### config.mk
export PLATFORM = sky130hd
export DESIGN_NAME = png_phys_chunk_inserter_unit
export DESIGN_NICKNAME = d
export VERILOG_FILES = /design/src/pcins_pkg.sv /design/src/pcins_hdr_track.sv /design/src/pcins_chunk_gen.sv /design/src/png_phys_chunk_inserter_unit.sv
export SDC_FILE = /design/constraint.sdc
export NUM_CORES = 1
export LEC_CHECK = 0
export BUFFER_PORTS_ARGS = -buffer_cell sky130_fd_sc_hd__buf_4
export CORE_ASPECT_RATIO = 1.5
export CORE_MARGIN = 5
export CORE_UTILIZATION = 41
export CTS_CLUSTER_DIAMETER = 80
export CTS_CLUSTER_SIZE = 28
export DETAILED_ROUTE_END_ITERATION = 7
export PLACE_DENSITY = 0.69
export SLEW_MARGIN = 25
export SYNTH_ARGS = -nofsm -noshare
export SYNTH_HDL_FRONTEND = slang
export SYNTH_HIERARCHICAL = 1
export SYNTH_SLANG_ARGS = --single-unit
export TNS_END_PERCENT = 20
### constraint.sdc
create_clock -name clk_i -period 4.51 [get_ports clk_i]
set_input_delay 0.6765 -clock clk_i [delete_from_list [all_inputs] [get_ports clk_i]]
set_output_delay 0.6765 -clock clk_i [all_outputs]
set_load 0.02 [all_outputs]
### src/pcins_pkg.sv
package pcins_pkg;

  localparam logic [31:0] CrcPoly = 32'hEDB88320;
  localparam logic [31:0] CrcAll  = 32'hFFFFFFFF;

  // offset of the last IHDR byte, and the value the position saturates at
  localparam logic [5:0] HeadLast = 6'd32;
  localparam logic [5:0] PosPast  = 6'd33;

  // chunk byte indexes
  localparam logic [4:0] ChunkFinal   = 5'd20;
  localparam logic [4:0] CrcFirst     = 5'd4;
  localparam logic [4:0] CrcLastData  = 5'd16;

  // register indexes (paddr bit 2)
  localparam logic RegEnable = 1'b0;
  localparam logic RegPpm    = 1'b1;

  localparam logic        EnableReset = 1'b1;
  localparam logic [31:0] PpmReset    = 32'd15748;

  typedef struct packed {
    logic [7:0] data;
    logic       last;
    logic       insert;
  } item_t;

  function automatic logic [31:0] crc_byte(logic [31:0] c_in, logic [7:0] b);
    logic [31:0] c;
    c = c_in ^ {24'd0, b};
    for (int k = 0; k < 8; k++) begin
      c = c[0] ? (CrcPoly ^ (c >> 1)) : (c >> 1);
    end
    return c;
  endfunction

  // {check, expected byte} for the header offsets that are checked
  function automatic logic [8:0] hdr_expect(logic [5:0] pos);
    logic [8:0] r;
    case (pos)
      6'd0:    r = {1'b1, 8'd137};
      6'd1:    r = {1'b1, 8'd80};
      6'd2:    r = {1'b1, 8'd78};
      6'd3:    r = {1'b1, 8'd71};
      6'd4:    r = {1'b1, 8'd13};
      6'd5:    r = {1'b1, 8'd10};
      6'd6:    r = {1'b1, 8'd26};
      6'd7:    r = {1'b1, 8'd10};
      6'd12:   r = {1'b1, 8'd73};
      6'd13:   r = {1'b1, 8'd72};
      6'd14:   r = {1'b1, 8'd68};
      6'd15:   r = {1'b1, 8'd82};
      default: r = 9'd0;
    endcase
    return r;
  endfunction

  // byte idx of the pHYs chunk; crc holds the running register, not inverted
  function automatic logic [7:0] chunk_byte(logic [4:0] idx, logic [31:0] ppm,
                                            logic [31:0] crc);
    logic [7:0]  r;
    logic [31:0] fin;
    fin = crc ^ CrcAll;
    case (idx)
      5'd3:  r = 8'd9;
      5'd4:  r = 8'd112;
      5'd5:  r = 8'd72;
      5'd6:  r = 8'd89;
      5'd7:  r = 8'd115;
      5'd8, 5'd12:  r = ppm[31:24];
      5'd9, 5'd13:  r = ppm[23:16];
      5'd10, 5'd14: r = ppm[15:8];
      5'd11, 5'd15: r = ppm[7:0];
      5'd16: r = 8'd1;
      5'd17: r = fin[31:24];
      5'd18: r = fin[23:16];
      5'd19: r = fin[15:8];
      5'd20: r = fin[7:0];
      default: r = 8'd0;
    endcase
    return r;
  endfunction

endpackage

### src/pcins_hdr_track.sv
module pcins_hdr_track (
  input  logic                clk_i,
  input  logic                rst_ni,
  input  logic                accept_i,
  input  logic [7:0]          data_i,
  input  logic                last_i,
  input  logic                enable_i,
  output pcins_pkg::item_t    item_o
);

  logic [5:0] pos_q, pos_d;
  logic       match_q, match_d;
  logic [8:0] expect_w;
  logic       match_now;

  always_comb begin
    expect_w  = pcins_pkg::hdr_expect(pos_q);
    match_now = match_q && !(expect_w[8] && (data_i != expect_w[7:0]));

    item_o.data   = data_i;
    item_o.last   = last_i;
    item_o.insert = (pos_q == pcins_pkg::HeadLast) && match_now && enable_i;

    if (last_i) begin
      pos_d   = 6'd0;
      match_d = 1'b1;
    end else begin
      match_d = match_now;
      pos_d   = (pos_q < pcins_pkg::PosPast) ? pos_q + 6'd1 : pcins_pkg::PosPast;
    end
  end

  always_ff @(posedge clk_i or negedge rst_ni) begin
    if (!rst_ni) begin
      pos_q   <= 6'd0;
      match_q <= 1'b1;
    end else if (accept_i) begin
      pos_q   <= pos_d;
      match_q <= match_d;
    end
  end

endmodule

### src/pcins_chunk_gen.sv
module pcins_chunk_gen (
  input  logic                clk_i,
  input  logic                rst_ni,
  input  logic                in_valid_i,
  output logic                in_ready_o,
  input  pcins_pkg::item_t    in_item_i,
  input  logic [31:0]         ppm_i,
  output logic                out_valid_o,
  input  logic                out_ready_i,
  output logic [7:0]          out_byte_o,
  output logic                out_last_o,
  output logic                out_ins_o
);

  logic        out_valid_q;
  logic [7:0]  out_byte_q;
  logic        out_last_q;
  logic        out_ins_q;
  logic        pend_q;
  logic [4:0]  idx_q;
  logic        last_q;
  logic [31:0] ppm_q;
  logic [31:0] crc_q;

  logic        load_free;
  logic        in_acc;
  logic [7:0]  chunk_w;
  logic        crc_span;

  always_comb begin
    load_free  = !out_valid_q || out_ready_i;
    in_ready_o = load_free && !pend_q;
    in_acc     = in_valid_i && in_ready_o;
    chunk_w    = pcins_pkg::chunk_byte(idx_q, ppm_q, crc_q);
    crc_span   = idx_q inside {[pcins_pkg::CrcFirst:pcins_pkg::CrcLastData]};
  end

  always_ff @(posedge clk_i or negedge rst_ni) begin
    if (!rst_ni) begin
      out_valid_q <= 1'b0;
      pend_q      <= 1'b0;
      idx_q       <= 5'd0;
    end else if (load_free) begin
      if (pend_q) begin
        out_valid_q <= 1'b1;
        pend_q      <= (idx_q != pcins_pkg::ChunkFinal);
        idx_q       <= idx_q + 5'd1;
      end else if (in_valid_i) begin
        out_valid_q <= 1'b1;
        pend_q      <= in_item_i.insert;
        idx_q       <= 5'd0;
      end else begin
        out_valid_q <= 1'b0;
      end
    end
  end

  always_ff @(posedge clk_i) begin
    if (load_free && pend_q) begin
      out_byte_q <= chunk_w;
      out_last_q <= (idx_q == pcins_pkg::ChunkFinal) ? last_q : 1'b0;
      out_ins_q  <= 1'b1;
      if (crc_span) begin
        crc_q <= pcins_pkg::crc_byte(crc_q, chunk_w);
      end
    end else if (in_acc) begin
      out_byte_q <= in_item_i.data;
      out_last_q <= in_item_i.last && !in_item_i.insert;
      out_ins_q  <= 1'b0;
      last_q     <= in_item_i.last;
      ppm_q      <= ppm_i;
      crc_q      <= pcins_pkg::CrcAll;
    end
  end

  assign out_valid_o = out_valid_q;
  assign out_byte_o  = out_byte_q;
  assign out_last_o  = out_last_q;
  assign out_ins_o   = out_ins_q;

  a_no_input_while_chunk : assert property (@(posedge clk_i) disable iff (!rst_ni)
    pend_q |-> !in_ready_o)
    else $error("input taken while chunk bytes pending");

  a_chunk_starts : assert property (@(posedge clk_i) disable iff (!rst_ni)
    (in_acc && in_item_i.insert) |=> (pend_q && idx_q == 5'd0 && !out_ins_q))
    else $error("chunk did not start after triggering byte");

  a_idx_range : assert property (@(posedge clk_i) disable iff (!rst_ni)
    pend_q |-> (idx_q <= pcins_pkg::ChunkFinal))
    else $error("chunk index out of range");

  a_last_only_final : assert property (@(posedge clk_i) disable iff (!rst_ni)
    (out_valid_q && out_ins_q && out_last_q) |-> !pend_q)
    else $error("inserted byte marked last before chunk end");

endmodule

### src/png_phys_chunk_inserter_unit.sv
// png pHYs chunk inserter
// s_axis: input stream, one PNG byte per item (tdata = data byte, tlast = final byte)
// m_axis: result stream (tdata = byte, tlast = final byte, tuser = inserted flag)
// every input byte is passed through; after stream offset 32 (end of IHDR) a
// 21-byte pHYs chunk with its CRC-32 follows when the header matched and
// enable_stamp is set
// apb port: 0x0 enable_stamp (bit 0), 0x4 pixels_per_metre; pready always high
// a result item is registered and shows in the cycle after its input item is accepted
// throughput: one item per cycle while the output is not stalled; after the
// triggering byte the input is held off until the last of the 21 chunk bytes
// is loaded, since the single output register is fed by the chunk sequencer
// one byte a cycle while the output moves (crc is folded in as it goes)
// a stalled output holds its item and the input stays ready only while the
// output register is empty or empties in the same cycle
// reset: stream position 0, header match set, registers to 1 and 15748
// registers are sampled when offset 32 is accepted
module png_phys_chunk_inserter_unit (
  input  logic        clk_i,
  input  logic        rst_ni,
  // input stream
  input  logic        s_axis_tvalid,
  output logic        s_axis_tready,
  input  logic [7:0]  s_axis_tdata,   // [7:0] data_byte
  input  logic        s_axis_tlast,
  // result stream
  output logic        m_axis_tvalid,
  input  logic        m_axis_tready,
  output logic [7:0]  m_axis_tdata,   // [7:0] out_byte
  output logic        m_axis_tlast,
  output logic        m_axis_tuser,   // [0] inserted
  // configuration
  input  logic        psel,
  input  logic        penable,
  input  logic        pwrite,
  input  logic [2:0]  paddr,
  input  logic [31:0] pwdata,
  output logic [31:0] prdata,
  output logic        pready
);

  logic              enable_q;
  logic [31:0]       ppm_q;
  logic              cfg_wr;
  logic              in_acc;
  pcins_pkg::item_t  item_w;

  // apb write at access phase, register chosen by address bit 2
  assign pready = 1'b1;
  assign cfg_wr = psel && penable && pwrite && pready;

  always_ff @(posedge clk_i or negedge rst_ni) begin
    if (!rst_ni) begin
      enable_q <= pcins_pkg::EnableReset;
      ppm_q    <= pcins_pkg::PpmReset;
    end else if (cfg_wr) begin
      if (paddr[2] == pcins_pkg::RegEnable) begin
        enable_q <= pwdata[0];
      end else begin
        ppm_q <= pwdata;
      end
    end
  end

  assign prdata = (paddr[2] == pcins_pkg::RegPpm) ? ppm_q : {31'd0, enable_q};

  assign in_acc = s_axis_tvalid && s_axis_tready;

  // header position and signature check, decides insertion per byte
  pcins_hdr_track u_hdr (
    .clk_i    (clk_i),
    .rst_ni   (rst_ni),
    .accept_i (in_acc),
    .data_i   (s_axis_tdata),
    .last_i   (s_axis_tlast),
    .enable_i (enable_q),
    .item_o   (item_w)
  );

  // output register and chunk sequencer
  pcins_chunk_gen u_gen (
    .clk_i       (clk_i),
    .rst_ni      (rst_ni),
    .in_valid_i  (s_axis_tvalid),
    .in_ready_o  (s_axis_tready),
    .in_item_i   (item_w),
    .ppm_i       (ppm_q),
    .out_valid_o (m_axis_tvalid),
    .out_ready_i (m_axis_tready),
    .out_byte_o  (m_axis_tdata),
    .out_last_o  (m_axis_tlast),
    .out_ins_o   (m_axis_tuser)
  );

endmodule

# After elaboration in Yosys (flattened, before gate mapping)
# Memories as Yosys holds them, arrays and structs flattened.
# Index checks and enable logic that the tools add are counted.
# word_totals
register_bits	122
inputBits	51
mem_count	1
mem_bits_ro	128
elab_cells	109
# op_classes
addsub	2
n_eq_ne	22
n_bitwise	12
reduce_logical	28
n_lt_le_gt_ge	3
n_mux	28
# mem_list
memory	depth	width	read_ports	rd_ports_with_merged_regs	write_ports	line	rtl
(no name shown)	16	8	1	0	0	pcins_pkg.sv:40	case (pos)
# ops
op	n
$mux W32	12
$not A13 Y14	8
$pmux W8 S14	1
$eq A5 B4 Y1 const B	8
$not A32 Y32	1
$xor A32 B8 Y32	1
$eq A5 B5 Y1 const B	5
$eq A5 B3 Y1 const B	4
$mux W8	2
$mux W6	2
$logic_and A1 B1 Y1	11
$mux W5	2
$reduce_and A2 Y1	5
$mux W9	1
$mux W1	8
$ne A8 B8 Y1	1
$reduce_or A2 Y1	4
$add A6 B1 Y6 const B	1
$eq A6 B6 Y1 const B	1
$lt A6 B6 Y1 const B	1
$add A5 B1 Y5 const B	1
$eq A5 B2 Y1 const B	1
$ge A5 B3 Y1 const B	1
$le A5 B5 Y1 const B	1
7 further kinds	12

# Depth between registers and ports, before layout
# Gate-level depths: netlist (run 1).
# logic_depth
depth_word	22
mapped_depth	12
depth_no_buf	10

# By module
# Netlist (run 1), hierarchy kept.
# by_module_without_submodules
mod	n_inst	cells_per_inst	seq_area_each_um2	area_per_inst_um2
pcins_chunk_gen	1	330	2417.3	4307.9
png_phys_chunk_inserter_unit	1	109	835.8	1617.8
pcins_hdr_track	1	111	176.4	869.6

# Worst setup path after synthesis (run 1)
# No wires, ideal clock.
# synth_path
path_kind	reg2reg
startpoint	reg u_gen.idx_q[0]
endpoint	reg u_gen.crc_q[21], data pin
path_slack_ns	1.009
setup_time_ns	0.268
path_stages_with_launch	12
arrival_ns	3.233
required_time_ns	4.242
cell_sequence	dfrtp_1 ha_1 and3_1 ha_1 or2_1 buf_6 a2111oi_0 o211ai_2 xor2_2 xnor3_1 xnor2_1 nand2_1
# synth_between
elab_chain_cells	18
elab_cells_between_ends	39
cone_classes	eq/ne (18); mux (11); bitwise (6); reduce/logical (4)
# synth_lines
element	line	rtl
start, declared	pcins_chunk_gen.sv:20	logic [4:0] idx_q;
start signal, assigned	pcins_chunk_gen.sv:47	idx_q <= idx_q + 5'd1;
$eq A5 B4 Y1	pcins_pkg.sv:64	case (idx)
$reduce_or A2 Y1	pcins_pkg.sv:64	
$pmux W8 S14 *	pcins_pkg.sv:64	
$xor A32 B8 Y32 *	pcins_pkg.sv:30	c = c_in ^ {24'd0, b};
$mux W32 * (2 in a row)	pcins_pkg.sv:32	c = c[0] ? (CrcPoly ^ (c >> 1)) : (c >> 1);
$not A13 Y14 (no source line)	n/a	
$mux W32 * (2 in a row)	pcins_pkg.sv:32	
$not A13 Y14 (no source line)	n/a	
$mux W32 *	pcins_pkg.sv:32	
$not A13 Y14 (no source line)	n/a	
$mux W32 * (2 in a row)	pcins_pkg.sv:32	
$not A13 Y14 (no source line)	n/a	
$mux W32 *	pcins_pkg.sv:32	
$mux W32 *	pcins_chunk_gen.sv:63	if (crc_span) begin
$mux W32 *	pcins_chunk_gen.sv:59	if (load_free && pend_q) begin
end signal, assigned	pcins_chunk_gen.sv:64	crc_q <= pcins_pkg::crc_byte(crc_q, chunk_w);
end signal, assigned	pcins_chunk_gen.sv:72	crc_q <= pcins_pkg::CrcAll;
end, declared	pcins_chunk_gen.sv:23	logic [31:0] crc_q;
# Mark *: on every way between the ends. The rest lies on a longest branch, timed or not. The select of a mux whose other input is x is not followed.
# A chain may end at the register's enable or synchronous reset.

# Worst setup path in the final report (run 1)
# layout_path
startpoint	reg u_gen.idx_q[0]
endpoint	reg u_gen.crc_q[16], data pin
# layout_between
elab_chain_cells	17
elab_cells_between_ends	37
cone_classes	eq/ne (18); mux (11); bitwise (4); reduce/logical (4)
# layout_lines
element	line
$eq A5 B4 Y1	pcins_pkg.sv:64
$reduce_or A2 Y1	pcins_pkg.sv:64
$pmux W8 S14 *	pcins_pkg.sv:64
$xor A32 B8 Y32 *	pcins_pkg.sv:30
$mux W32 * (2 in a row)	pcins_pkg.sv:32
$not A13 Y14 (no source line)	n/a
$mux W32 *	pcins_pkg.sv:32
$not A13 Y14 (no source line)	n/a
$mux W32 *	pcins_pkg.sv:32
$not A13 Y14 (no source line)	n/a
$mux W32 * (4 in a row)	pcins_pkg.sv:32
$mux W32 *	pcins_chunk_gen.sv:63
$mux W32 *	pcins_chunk_gen.sv:59
# Marked as above.

==> results of run 1 <==
## layer usage
| metal | track usage (%) | up-vias | share of wire (%) |
|---|---|---|---|
| met1 | 19.13 | 2193 | 39 |
| met4 | 8.325 | 0 | 3.6 |
| met2 | 28.65 | 171 | 53 |
| met3 | 3.682 | 44 | 4.9 |
| li1 | - | 2144 | - |
| met5 | 0 | - | 0 |
## per-stage QoR
| step | utilization, % | setup slack, ns | hold slack (ns) | power, mW | instances |
|---|---|---|---|---|---|
| 2_1_floorplan | - | 1.009 | 0.3809 | 1.739 | 550 |
| 3_3_place_gp | 46.51 | 0.6822 | 0.4368 | 1.912 | 816 |
| 3_5_place_dp | 46.51 | 0.5953 | 0.4441 | 1.934 | 816 |
| 4_1_cts | 49.98 | 0.5738 | 0.2899 | 3.233 | 848 |
| 5_1_grt | 49.98 | 0.3853 | 0.3182 | 3.336 | 848 |
| 6_report | 49.98 | 0.5816 | 0.2696 | 3.202 | 848 |
## report_power, final
group	switching [mW]	internal (mW)
clock	0.524	0.766
combinational	0.234	0.250
sequential	0.0905	1.34
## logic make-up after synthesis
logic type,share of synthesized area (%)
mux,7.586
other cells,0.05519
flops,50.47
xor+xnor,11.91
simple gates,13.50
compound gates,10.11
buf+inv,4.161
fa+ha+maj,2.209
## cells in the mapped netlist (6+ instances only)
master	n	area, um2
buf_4	10	75.07
dfstp_2	9	236.5
o22ai_1	14	87.58
a222oi_1	6	60.06
edfxtp_1	74	2222
nor2_1	18	67.56
nor2b_1	6	37.54
dfrtp_1	38	950.9
clkbuf_1	17	63.81
o21ai_0	25	125.1
buf_6	6	67.56
mux2_4	30	450.4
xor2_1	12	105.1
ha_1	12	150.1
and2_1	37	231.5
nand2_1	61	229.0
nor3_1	8	40.04
nand3_1	6	30.03
xnor2_1	30	262.8
inv_1	14	52.55
a21oi_1	9	45.04
xnor3_1	10	225.2
## how the worst min path moves through the flow
stage	from	endpoint	slack, ns	cells past startpoint
after floorplan	rst_ni	ppm_q[0]	0.38	0
after global placement	u_gen/out_ins_o	u_gen/out_ins_o	0.44	2
after detailed placement	u_gen/out_ins_o	u_gen/out_ins_o	0.44	2
after CTS	rst_ni	u_gen/idx_q[3]	0.29	1
after global routing	rst_ni	u_gen/out_valid_o	0.32	1
final	rst_ni	u_gen/out_valid_o	0.27	1
## cells in the final DEF (no fill, tap or decap), types with 3 or more instances in the layout
| cell type | count |
|---|---|
| edfxtp_1 | 74 |
| nand4bb_1 | 3 |
| xor3_1 | 4 |
| xnor2_1 | 30 |
| xor2_1 | 12 |
| clkbuf_16 | 17 |
| a222oi_1 | 6 |
| mux2_2 | 4 |
| clkinvlp_4 | 3 |
| or2_1 | 3 |
| xnor2_2 | 3 |
| o22ai_1 | 14 |
| buf_4 | 98 |
| nor2_1 | 18 |
| nor2b_1 | 6 |
| o21ai_0 | 25 |
| inv_6 | 6 |
| a211o_1 | 3 |
| xor2_2 | 3 |
| a221o_1 | 3 |
| a31oi_1 | 4 |
| nand2b_1 | 4 |
| xnor3_1 | 10 |
| a21oi_1 | 8 |
| nand4_1 | 3 |
| dfrtp_1 | 38 |
| inv_1 | 14 |
| nand3_1 | 6 |
| nand2_1 | 61 |
| nor3_1 | 8 |
| dfstp_2 | 9 |
| and2_1 | 37 |
| ha_1 | 12 |
| clkinv_4 | 3 |
| nand4b_1 | 4 |
| o21ai_1 | 3 |
| mux2_4 | 30 |
## layout make-up
type	count	area share (%)
Sequential cell	122	42.20
Multi-Input combinational cell	376	37.98
Timing Repair Buffer	98	9.052
Clock buffer	17	5.234
Tap cell	206	3.171
Clock inverter	15	1.724
Inverter	14	0.6466
## state kept, by name, indices dropped and copies added (netlist names)
register / flops
u_gen/out_last_o: 1
u_gen/out_byte_o: 8
u_gen/out_ins_o: 1
ppm_q: 32
u_gen/idx_q: 5
u_gen/out_valid_o: 1
enable_q: 1
u_hdr/pos_q: 6
u_gen/pend_q: 1
u_hdr/match_q: 1
u_gen/last_q: 1
u_gen/ppm_q: 32
u_gen/crc_q: 32
==> run metrics, run 1 <==
Final Hold Fails 0; largest net degree at the start of global routing 48; total gr overflow 0; fin nets 692; minimum clock period 3.928 ns; status completed; Critical Path End Type flop; # fillers 1439; Worst setup startpoint u_gen/idx_q[0]; synthesis-to-finish area growth 19.61%; IO buf count 92; FFs w/ async S/R, synth 38.52%; CORE AREA 0.01626 mm2; EDFF count, synth 74; worst-path cell chain ha_1 > and3_1 > ha_1 > or2_1 > o2bb2ai_1 > nor4_2 > xnor2_1 > xnor2_2 > xnor3_1 > nand2_1; DP Wirelength around 12 mm; Antenna Cells 0; DRC viols 0; Synth cell types 77; Tcrit/Tclk final 87.10%; RSZ-0062 raised after global routing false; FF-to-FF Start u_gen/idx_q[0]; Std-Cell Rows 57; critical path class reg -> reg; R2R Setup Slk 0.58 ns; worst path arrival time 4.19 ns; CP max stage delay 0.55 ns; Power Density 393.9 mW/mm2; FMAX 254.6 MHz; Design Area, Final between 0.008 and 0.009 mm2; Tot GR Track Use 16.63%; TritonCTS buffer count 17; required time of the critical path 4.77 ns; hold crit path type in -> async; CTS H-tree lvls 4; Ys Warns 6; crit path capture u_gen/crc_q[16]; setup TNS 0 ns; die area 0.01930 mm2; clk_lat worst skew ~0.42 ns; multi-input logic area 0.003087 mm2; drt wl/cell 18.38 um; Synth Cell Area a little under 0.007 mm2; CP delay by family, top XOR/XNOR gates; number of vias per cell 5.368; slowest CP cell xnor2_2; Detailed Route WL 15.58 mm; DR iter-0 viols 355; Die Y 167.7 um; clk sinks roughly 120; CP bufs+invs 0; initial core utilization 41.79%; sequential-to-total area share from yosys stat between 50% and 60%; peak supply drop ~0.00025 V; share of cells above drive strength 1 approximately 30%; remaining antenna violation count 0; FF-to-FF path depth 10; FF+latch count, synth 122; Sequential Area 0.003430 mm2; Worst Tran Pin Value 1.064 ns; CTS tree yes; Crit path depth 10; Slew Limit Fails 0; IO Pins 96; DRT Pass-1 Iters 5; Worst Skew 0.009739 ns; Avg Synthesized Cell Area 12.36 um2; CTS max path bufs 2; post-CTS setup buffers 0; Worst Path Max Fanout 8; CTS Hold Bufs 0; die width 115.1 um; CTS Root Buffer Type clkbuf_16; max cap viols 0; Slew headroom 29.10%; Syn Nets 613; reg2reg end u_gen/crc_q[16]; vias in the first global route 4897; post-synthesis cell count 550; GP Congestion 0.8723; # resized after CTS 0; Post-Place Cell Area about 0.0076 mm2; top_reg_cell synth edfxtp_1; first-pass GRT wire length 25.01 mm; most frequent CP cell ha_1; setup violators final 0; Worst setup SP type flop; CTS clk-pin slew, worst paths 0.05 ns; initial antenna violation count 0; vias post-DR 4552; leakage power 3.300 nW
Note: power is estimated with default switching activity, not from simulation.
==> run 2, diff against run 1 <==
--- a/config.mk
+++ b/config.mk
@@ -12,10 +12,9 @@
 export CTS_CLUSTER_DIAMETER = 80
 export CTS_CLUSTER_SIZE = 28
 export DETAILED_ROUTE_END_ITERATION = 7
-export PLACE_DENSITY = 0.69
+export PLACE_DENSITY = 0.7
 export SLEW_MARGIN = 25
 export SYNTH_ARGS = -nofsm -noshare
 export SYNTH_HDL_FRONTEND = slang
-export SYNTH_HIERARCHICAL = 1
 export SYNTH_SLANG_ARGS = --single-unit
 export TNS_END_PERCENT = 20
==> run metrics, run 2 <==
# resized after CTS 0; Reg power frac 36.6%; Design Area, Final 0.007950 mm2; Slew Limit Fails 0; slowest CP cell xnor2_2; most frequent cells in the layout buf_4, edfxtp_1, nand2_1; Worst Tran Pin Value 0.6995 ns; peak supply drop ~0.00032 V; FMAX 256.6 MHz; clk sinks 122; Synth area leader edfxtp_1; drt wl/cell 17.82 um; CTS clk-pin slew, worst paths 0.06 ns; Avg Synthesized Cell Area 12.31 um2; CTS max path bufs 2; DR iter-0 viols 318; remaining antenna violation count 0; setup violators final 0; Slew headroom 52.71%; count leader, synth edfxtp_1; initial core utilization about two fifths; CORE AREA 0.01555 mm2; Final Hold Fails 0; most frequent CP cell ha_1; Internal 2.837 mW; Power Total 4.160 mW; hold crit path type in -> async; Sequential Area 0.003430 mm2; GP Congestion just under 0.9; IO buf count between 90 and 100; Std-Cell Rows 56; status completed; total gr overflow 0; Worst Path Max Fanout 9; CTS H-tree lvls 4; FF-to-FF Start u_gen.idx_q[0]; Detailed Route WL between 10 and 15 mm; Ys Warns 0; Synth area leaders edfxtp_1, dfrtp_1, mux2_2; Layout Utilization 51.11%; Power Density about 520 mW/mm2; vias post-DR 4403; DP Wirelength 10.80 mm; # fillers 1332; R2R Setup Slk 0.61 ns; top cells by instance count after synthesis edfxtp_1, nand2_1, dfrtp_1, and2_1, xnor2_1; critical path class reg -> reg; Syn Nets 586; die width 112.5 um; Sw Ratio 31.80%; FFs w/ async S/R, synth a little under 40%; Post-Place Cell Area 0.007375 mm2; die area 0.01843 mm2; clk_lat worst skew 0.42 ns; FF+latch count, synth 122; NetSw 1.323 mW; CTS Root Buffer Type clkbuf_16; Largest regs ppm_q (32), u_gen.crc_q (32), u_gen.ppm_q (32); Synth Cell Area 0.006465 mm2; number of vias per cell 5.267; Die Y 163.8 um; IO Pins 96; DRC viols 0; CTS Hold Bufs 0; Critical Path End Type flop; max cap viols 0; Worst setup SP type flop; worst hold margin about 0.26 ns; FF-to-FF path depth 10; setup TNS 0 ns; post-synthesis cell count 525; post-synth top area share between 30% and 40%; CP max stage delay 0.51 ns; initial antenna violation count 0; multi-input logic area 0.002861 mm2; Tcrit/Tclk final between 80% and 90%; fin nets slightly below 700; Synth cell types 63; pre-CTS setup slack 0.6396 ns; sequential-to-total area share from yosys stat 53.05%; Placed Cells 804; RSZ-0062 raised after global routing false; final non-filler cell total 836; CTS tree yes; most common cell after layout, fill and taps aside buf_4; final worst setup slack 0.6122 ns; largest net degree at the start of global routing 48; top_reg_cell synth edfxtp_1; combinational share of power between 30% and 40%; worst path arrival time around 4 ns; DRT Pass-1 Iters 5; Worst Skew 0.01049 ns; TritonCTS buffer count 17; clock network power share 31.6%; minimum clock period 3.898 ns; leakage power approximately 3.3 nW; required time of the critical path roughly 4.7 ns; post-CTS setup buffers 0; EDFF count, synth 74; share of cells above drive strength 1 30.96%; synthesis-to-finish area growth 22.97%; worst-path cell chain ha_1 > and3_1 > ha_1 > o21bai_2 > a221o_1 > nor4_4 > xnor2_1 > xnor2_2 > xnor3_1 > nand2b_1; reg2reg end u_gen.crc_q[18]; Tot GR Track Use 16.93%; vias in the first global route roughly 4800; first-pass GRT wire length 24.60 mm; Antenna Cells 0
## run 2: changes by cell type after synthesis, sizes merged, moves of 4 or more
| cell | previous run | this run |
|---|---|---|
| buf | 21 | 8 |
| xnor2 | 33 | 43 |
| xor2 | 15 | 9 |
| nand2b | 4 | 9 |
| a31oi | 4 | 0 |
| nand2 | 61 | 57 |
| nor2b | 6 | 2 |
| o21ai | 28 | 24 |
| or2 | 4 | 0 |
## run 2: worst max path at each step
stage | start | to | slack, ns | cells past startpoint
final | u_gen.idx_q[0] | u_gen.crc_q[18] | 0.61 | 10
after global routing | u_gen.idx_q[0] | u_gen.crc_q[19] | 0.42 | 10
after global placement | u_gen.idx_q[0] | u_gen.crc_q[18] | 0.68 | 10
after detailed placement | u_gen.idx_q[0] | u_gen.crc_q[18] | 0.64 | 10
after floorplan | u_gen.idx_q[0] | u_gen.crc_q[19] | 1.07 | 11
after CTS | u_gen.idx_q[0] | u_gen.crc_q[19] | 0.62 | 10
## run 2: power groups by stage
stage	Sequential [mW]	Combinational (mW)	Clock [mW]
global placement	1.53	1.29	0
CTS	1.52	1.33	1.34
global route	1.54	1.44	1.39
finish	1.52	1.32	1.31
detailed placement	1.55	1.32	0
floorplan	1.50	0.997	0
## run 2: metal layers
metal / global-route usage (%) / share of wire (%)
met2: 29.76 / 52
met4: 8.693 / 3.6
met3: 3.354 / 4.3
met5: 0 / 0
met1: 19.49 / 40
## run 2: critical path: cells and delay by family, from the launching register on
family | cells | cell delay (ns)
xor+xnor | 3 | 1.18
flops | 1 | 0.43
simple gates | 3 | 0.74
fa+ha+maj | 2 | 0.56
compound gates | 2 | 0.73
## run 2: area by class of cell
class | count | area share (%)
Clock inverter | 14 | 1.574
Clock buffer | 18 | 5.666
Inverter | 13 | 0.6138
Multi-Input combinational cell | 362 | 35.99
Tap cell | 203 | 3.195
Sequential cell | 122 | 43.14
Timing Repair Buffer | 104 | 9.821
## run 2: cell families after synthesis
family,Yosys count,share of synthesized area (%)
adders and majority gates,10,1.935
AOI/OAI and AO/OA,84,9.155
and+or+nand+nor,162,13.18
other,1,0.05801
xor gates and xnor gates,66,13.16
muxes,39,6.774
DFF,122,53.05
buffers and inverters,41,2.690
